<file path="src/bcs_ram.sv">
// ----------------------------------------------------------------------------
// bcs_ram - generic single-write, single-read RAM
// One write port, one read port with registered read data.
// ----------------------------------------------------------------------------
module bcs_ram #(
   parameter  int WIDTH = 32,
   parameter  int DEPTH = 32,
   localparam int AW    = (DEPTH > 1) ? $clog2(DEPTH) : 1
) (
   input  logic             clock,
   input  logic             wr_en,
   input  logic [AW-1:0]    wr_addr,
   input  logic [WIDTH-1:0] wr_data,
   input  logic [AW-1:0]    rd_addr,
   output logic [WIDTH-1:0] rd_data
);

   logic [WIDTH-1:0] mem_ff [DEPTH];
   logic [WIDTH-1:0] rd_data_ff;

   always_ff @(posedge clock) begin
      if (wr_en) begin
         mem_ff[wr_addr] <= wr_data;
      end
      rd_data_ff <= mem_ff[rd_addr];
   end

   assign rd_data = rd_data_ff;

endmodule

</file>
<file path="config.mk">
export PLATFORM = sky130hd
export DESIGN_NAME = bcs_ram
export DESIGN_NICKNAME = d
export VERILOG_FILES = /design/src/bcs_ram.sv
export SDC_FILE = /design/constraint.sdc
export NUM_CORES = 1
export LEC_CHECK = 0
export ABC_CLOCK_PERIOD_IN_PS = 3090
export BUFFER_PORTS_ARGS = -buffer_cell sky130_fd_sc_hd__buf_4
export CAP_MARGIN = 40
export CORE_MARGIN = 2
export CORE_UTILIZATION = 50
export CTS_BUF_LIST = sky130_fd_sc_hd__clkbuf_16
export CTS_CLUSTER_DIAMETER = 120
export DETAILED_ROUTE_END_ITERATION = 10
export PLACE_DENSITY_LB_ADDON = 0.12
export SLEW_MARGIN = 10
export SYNTH_ARGS = -nofsm -noshare
export SYNTH_HDL_FRONTEND = slang
export SYNTH_SLANG_ARGS = --single-unit
</file>
<file path="constraint.sdc">
create_clock -name clock -period 3.09 [get_ports clock]
set_input_delay 0.618 -clock clock [delete_from_list [all_inputs] [get_ports clock]]
set_output_delay 0.618 -clock clock [all_outputs]
set_load 0.02 [all_outputs]
</file>
==> results_dict.tcl, run 1 <==
set metrics [dict create \
    gr-total-overflow 0 \
    routed_via_density 5.885 \
    synth-seq-cells 1056 \
    max-clock-path-buffers 3 \
    dp_hpwl_um 54390 \
    grt_pass1_vias 21090 \
    worstMarginPinSlew_ns 0.8812 \
    holdCritStartpoint "wr_data[2]" \
    drive_gt1_share_pct 14.63 \
    design.die.area_um2 83260 \
    r2r.worst_path.cells 5 \
    clkSinkCount 1056 \
    dpl.cell_count 3376 \
    initial_core_util_pct 50.43 \
    r2r_slack_ns 1.48 \
    wl_per_cell_um 27.35 \
    power_frac_comb_pct 5.5 \
    antenna_cells 0 \
    io_buffer_count 75 \
    multiInputGateArea_um2 8610 \
    end_kind "flop" \
    ys_warn_count 0 \
    timing.setup.tns_ns 0 \
    finalSetupViolCount 0 \
    min_period_over_period_pct 63.60 \
    cts_tree "built" \
    grt_pass1_wl_um 142400 \
    peakVddDrop_mv 0.4637 \
    dr.pass1.iters 5 \
    final_cells 3576 \
    start_kind "primary input" \
    gp_congestion 0.8029 \
    fp.dieH_um 288.6 \
    clkTransAtPathRegs_ns 0.06 \
    rsz0062_at_grt "false" \
    drv_slew 0 \
    io_pins 76 \
    p_sw_mw 6.356 \
    fin_ws_ns 1.125 \
    slew_headroom_pct 41.26 \
    drc 0 \
    hold_end "mem_ff[8][2]$_DFFE_PP_" \
    worstPathRequired_ns 3.56 \
    fillers 5979 \
    ff_latch_area_um2 31390 \
    crit_arrival_ns 2.44 \
    ant_nets 0 \
    cts_setup_buffers 0 \
    maxCapViolations 0 \
    fin_crit_ns 1.965 \
    critPathKind "in2reg" \
    clkPwrFrac_pct 40.6 \
    grt_antenna_before_repair 0 \
    hold_path_class "in2reg" \
    hold_depth 1 \
    syn-num-nets 2304 \
    syn_area_um2 40490 \
    cts_made_buffers 106 \
    cp_max_fo 42 \
    p_seq_share_pct 53.9 \
    timing.rr.start "mem_ff[7][10]$_DFFE_PP_" \
    hold_violations 0 \
    fmax_mhz 508.8 \
    clock_latency_ns 0.66 \
    die_x_um 288.6 \
    core_um2 80290 \
    dp_slack_ns 0.4844 \
    swShare_pct 21.39 \
    synth_area_per_cell_um2 17.91 \
    num-nets-final 2468 \
    seq_area_frac_synth_pct 77.54 \
    cts.hold.buffers_added 0 \
    grt_use_total_pct 23.58 \
    vias 21050 \
    root_buffer "clkbuf_16" \
    area_delta_synth_final_pct 14.96 \
    p_leak_nw 16.39 \
    power_density_nw_per_um2 638.6 \
    wirelength_um 97800 \
    status "complete, no violations" \
    h-tree-depth 3 \
    fp-row-count 104 \
    synth.distinct_cells 25 \
    internal_power_mw 23.36 \
    post_cts_resize_count 0 \
    drt_first_iter_violations 1904 \
    clock_skew_ns 0.01960 \
    timing.rr.end "rd_data[10]$_DFF_P_" \
    grt_max_degree 67 \
    netlist_instances 2260 \
]
## final cells by class
| cell class | count | share of cell area, % |
|---|---|---|
| Clock inverter | 91 | 1.247 |
| Sequential cell | 1056 | 67.45 |
| Tap cell | 1060 | 2.850 |
| Multi-Input combinational cell | 1077 | 18.50 |
| Timing Repair Buffer | 183 | 4.097 |
| Clock buffer | 109 | 5.861 |
## kinds of logic (layout without fill, tap and decap cells)
kind of cell / after synthesis / after routing / share of synthesized area, %
muxes: 512 / 512 / 12.66
DFF: 1056 / 1056 / 77.53
buffers and inverters: 127 / 383 / 1.860
AOI/OAI and AO/OA: 288 / 288 / 4.846
and+or+nand+nor: 277 / 277 / 3.100
## cells in the mapped netlist
library cell | n | area share [%]
edfxtp_1 | 1024 | 76
mux2i_1 | 512 | 13
nand2_1 | 98 | 0.91
nand3_1 | 98 | 1.2
a21oi_1 | 96 | 1.2
a22oi_1 | 96 | 1.8
a22o_1 | 64 | 1.4
clkbuf_1 | 46 | 0.43
nor2_1 | 34 | 0.32
buf_4 | 33 | 0.61
a31oi_1 | 32 | 0.49
dfxtp_1 | 32 | 1.6
nor3_1 | 32 | 0.40
buf_2 | 26 | 0.32
buf_6 | 15 | 0.42
buf_1 | 5 | 0.046
nand3b_1 | 5 | 0.093
or3b_2 | 3 | 0.065
clkbuf_4 | 2 | 0.037
nand2b_1 | 2 | 0.031
and2_1 | 1 | 0.015
and2b_1 | 1 | 0.019
nor2b_1 | 1 | 0.015
or2_2 | 1 | 0.015
or3_1 | 1 | 0.015
## critical path, cell delays in order
cell     delay, ns
buf_4         0.13
and2_4        0.62
a22o_1        0.28
nor3_1        0.06
a31oi_1       0.44
nand3_1       0.27
## worst max path at each step
stage	from	to	slack, ns	cells past startpoint
2_1_floorplan	wr_addr[1]	mem_ff[12][0]$_DFFE_PP_	0.04	3
3_3_place_gp	rd_addr[0]	rd_data[10]$_DFF_P_	0.50	7
3_5_place_dp	rd_addr[0]	rd_data[10]$_DFF_P_	0.48	7
4_1_cts	rd_data[14]$_DFF_P_	rd_data[14]	1.09	1
5_1_grt	rd_data[6]$_DFF_P_	rd_data[6]	1.09	1
6_report	rd_addr[1]	rd_data[10]$_DFF_P_	1.12	6
## placed cells by master (no fill, tap or decap)
cell type and count:
nand2b_2 2, clkinv_8 4, a22oi_1 96, edfxtp_1 1024
buf_8 1, a22o_1 64, or3_1 1, nor2_4 33
bufinv_16 6, a21oi_1 96, and2_4 1, clkbuf_16 109
buf_4 140, inv_1 29, clkinv_1 29, nand3_1 98
clkinvlp_4 1, buf_12 42, and2b_4 1, nor3_1 32
or3b_2 3, nand2_1 97, clkinv_2 22, mux2i_1 512
nor2b_4 1, nor2_1 1, or2_2 1, a31oi_1 32
dfxtp_1 32, nand2_2 1, nand3b_1 5
## per-stage QoR
stage | hold WS [ns] | total power, mW | area [um^2] | util, %
floorplan | 0.5529 | 17.17 | 40490 | -
global placement | 0.5764 | 17.94 | 43190 | 53.80
detailed placement | 0.5802 | 17.98 | 43230 | 53.85
CTS | 0.3343 | 29.97 | 46540 | 57.97
global route | 0.3569 | 30.63 | 46540 | 57.97
finish | 0.3601 | 29.72 | 46540 | 57.97
## metal layers
layer | share of wire [%] | global-route usage, %
met4 | 1.8 | 5.933
met3 | 5.1 | 2.915
met2 | 49 | 38.81
met1 | 44 | 33.71
met5 | 0 | 0
## power groups by stage
stage / Sequential (mW) / Clock (mW) / Combinational [mW]
floorplan: 16.3 / 0 / 0.823
global placement: 16.3 / 0 / 1.63
detailed placement: 16.3 / 0 / 1.66
CTS: 16.0 / 12.3 / 1.66
global route: 16.0 / 12.8 / 1.76
finish: 16.0 / 12.1 / 1.65
## state kept, by name, indices dropped and copies added, names as in the netlist
signal / cells
rd_data: 32
mem_ff: 1024
Power figures use the tool's default switching activity.
==> run 2, diff against run 1 <==
Settings changed: ABC_CLOCK_PERIOD_IN_PS 3090 to 2000.
Clock period 3.09 ns to 2 ns, I/O delays scaled along.
==> run 2 against run 1 <==
Effect of this change:
- combinational power rose by 70%
- critical endpoint is now rd_data[11]
- clock-buffer cell count down 2
- sequential share of layout area is 2.2 points lower
- design area rose by 3.3%
- register-to-register slack got worse by 1.2 ns
- critical path type is now reg2out
- largest cell class unchanged
==> results_dict.tcl, run 2 (same netlist as run 1, synthesis figures left out) <==
set metrics [dict create \
    drt_first_iter_violations 1881 \
    vias 21510 \
    post_cts_resize_count 0 \
    holdWs_ns 0.1396 \
    rsz0062_at_grt "false" \
    end_kind "output port" \
    design.die.area_um2 83260 \
    power_frac_comb_pct 6.0 \
    io_pins 76 \
    r2r.worst_path.cells 4 \
    cts_setup_buffers 0 \
    p_seq_share_pct 53.0 \
    io_buffer_count 75 \
    clock_skew_ns 0.02888 \
    swShare_pct 21.24 \
    cpPeakStageDelay_ns 0.51 \
    hold_depth 1 \
    wirelength_um 99400 \
    path_delay_family "flip-flops" \
    crit_arrival_ns 1.37 \
    grt_max_degree 38 \
    worstMarginPinSlew_ns 0.6001 \
    final_util_pct 59.89 \
    h-tree-depth 3 \
    max-clock-path-buffers 3 \
    hold_violations 0 \
    timing.rr.end "rd_data[25]$_DFF_P_" \
    grt_use_total_pct 23.99 \
    wl_per_cell_um 26.99 \
    fmax_mhz 565.5 \
    internal_power_mw 36.77 \
    area_delta_synth_final_pct 18.76 \
    dr.pass1.iters 6 \
    drv_slew 0 \
    routed_via_density 5.840 \
    cts_tree "built" \
    worstPathRequired_ns 1.60 \
    fp.dieH_um 288.6 \
    layout_common_cells "edfxtp_1 (1024), mux2i_1 (512), buf_4 (199), clkbuf_16 (107), nand3_1 (98)" \
    gp_congestion 0.7932 \
    slew_headroom_pct 59.80 \
    r2r_slack_ns 0.33 \
    ant_nets 0 \
    gr-total-overflow 0 \
    timing.rr.start "mem_ff[18][25]$_DFFE_PP_" \
    grt_pass1_vias 21380 \
    final_cells 3683 \
    die_x_um 288.6 \
    root_buffer "clkbuf_16" \
    start_kind "flop" \
    cp_max_fo 1 \
    status "complete, no violations" \
    grt_pass1_wl_um 144200 \
    timing.setup.tns_ns 0 \
    drc 0 \
    maxCapViolations 0 \
    largest_reg_flops 1024 \
    finalSetupViolCount 0 \
    num-nets-final 2577 \
    core_um2 80290 \
    holdCritStartpoint "wr_data[1]" \
    fp-row-count 104 \
    initial_core_util_pct 50.43 \
    critPathKind "reg2out" \
    mostFrequentLayoutCell "edfxtp_1" \
    drive_gt1_share_pct 18.46 \
    fin_crit_ns 1.768 \
    clkPwrFrac_pct 41.0 \
    hold_end "mem_ff[26][1]$_DFFE_PP_" \
    dpl.cell_count 3487 \
    clkSinkCount 1056 \
    clock_latency_ns 0.66 \
    clkTransAtPathRegs_ns 0.06 \
    peakVddDrop_mv 0.6843 \
    p_sw_mw 9.915 \
    grt_antenna_before_repair 5 \
    largest-register "mem_ff" \
    p_leak_nw 17.09 \
    dp_hpwl_um 60610 \
    crit_chain "buf_4" \
    hold_path_class "in2reg" \
    critPathBufInv 1 \
    cts_made_buffers 104 \
    power_density_nw_per_um2 970.9 \
    min_period_over_period_pct 88.42 \
    cp_slowest_cell "dfxtp_1" \
    cts.hold.buffers_added 0 \
]
==> run 2: changes by cell type in the layout (fill, tap and decap cells not counted), sizes merged <==
cell	change
buf	+111
clkinvlp	+2
bufinv	+5
clkbuf	-2
inv	-7
clkinv	-3
diode	+1
==> run 2: layout make-up <==
class                           instances  area, um^2
Antenna cell                            1       2.502
Clock buffer                          107        2678
Clock inverter                         88       684.4
Fill cell                            5844       32210
Multi-Input combinational cell       1077        8610
Sequential cell                      1056       31390
Tap cell                             1060        1326
Timing Repair Buffer                  294        3391
==> run 2: worst register-to-register path: stages, from the launching register on <==
cell and delay [ns]:
edfxtp_1 0.37, mux2i_1 0.27, a22oi_1 0.19, a31oi_1 0.54, nand3_1 0.14
==> run 2: how the worst max path moves through the flow <==
stage                                    from                      end  slack (ns)  depth (start not counted)
after global placement             rd_addr[0]      rd_data[25]$_DFF_P_       -0.36                          7
final                     rd_data[11]$_DFF_P_              rd_data[11]        0.23                          1
after detailed placement           rd_addr[0]      rd_data[25]$_DFF_P_       -0.32                          7
after global routing      rd_data[12]$_DFF_P_              rd_data[12]        0.19                          1
after floorplan                         wr_en  mem_ff[27][0]$_DFFE_PP_       -0.48                          2
after CTS                 rd_data[11]$_DFF_P_              rd_data[11]        0.20                          1
==> run 2: power by group through the flow <==
stage	combinational [mW]	sequential (mW)	clock [mW]
2_1_floorplan	1.29	25.3	0
3_3_place_gp	2.79	25.2	0
3_5_place_dp	2.82	25.2	0
4_1_cts	2.83	24.7	19.4
5_1_grt	2.99	24.8	20.4
6_report	2.81	24.7	19.1
==> run 2: per-layer routing <==
metal	global-route usage [%]	vias up	routed length, um
li1	-	9557	-
met1	33.38	11130	42420
met2	39.06	661	48010
met3	3.483	160	5961
met4	8.225	2	2995
met5	0	-	13
==> run 2: stage by stage <==
| step | setup slack (ns) | cell area (um^2) | power [mW] |
|---|---|---|---|
| final | 0.2315 | 48080 | 46.68 |
| after global routing | 0.1867 | 48080 | 48.10 |
| after CTS | 0.1958 | 48080 | 47.02 |
| after detailed placement | -0.3231 | 44720 | 28.03 |
| after global placement | -0.3595 | 44720 | 27.99 |
| after floorplan | -0.4847 | 40610 | 26.54 |
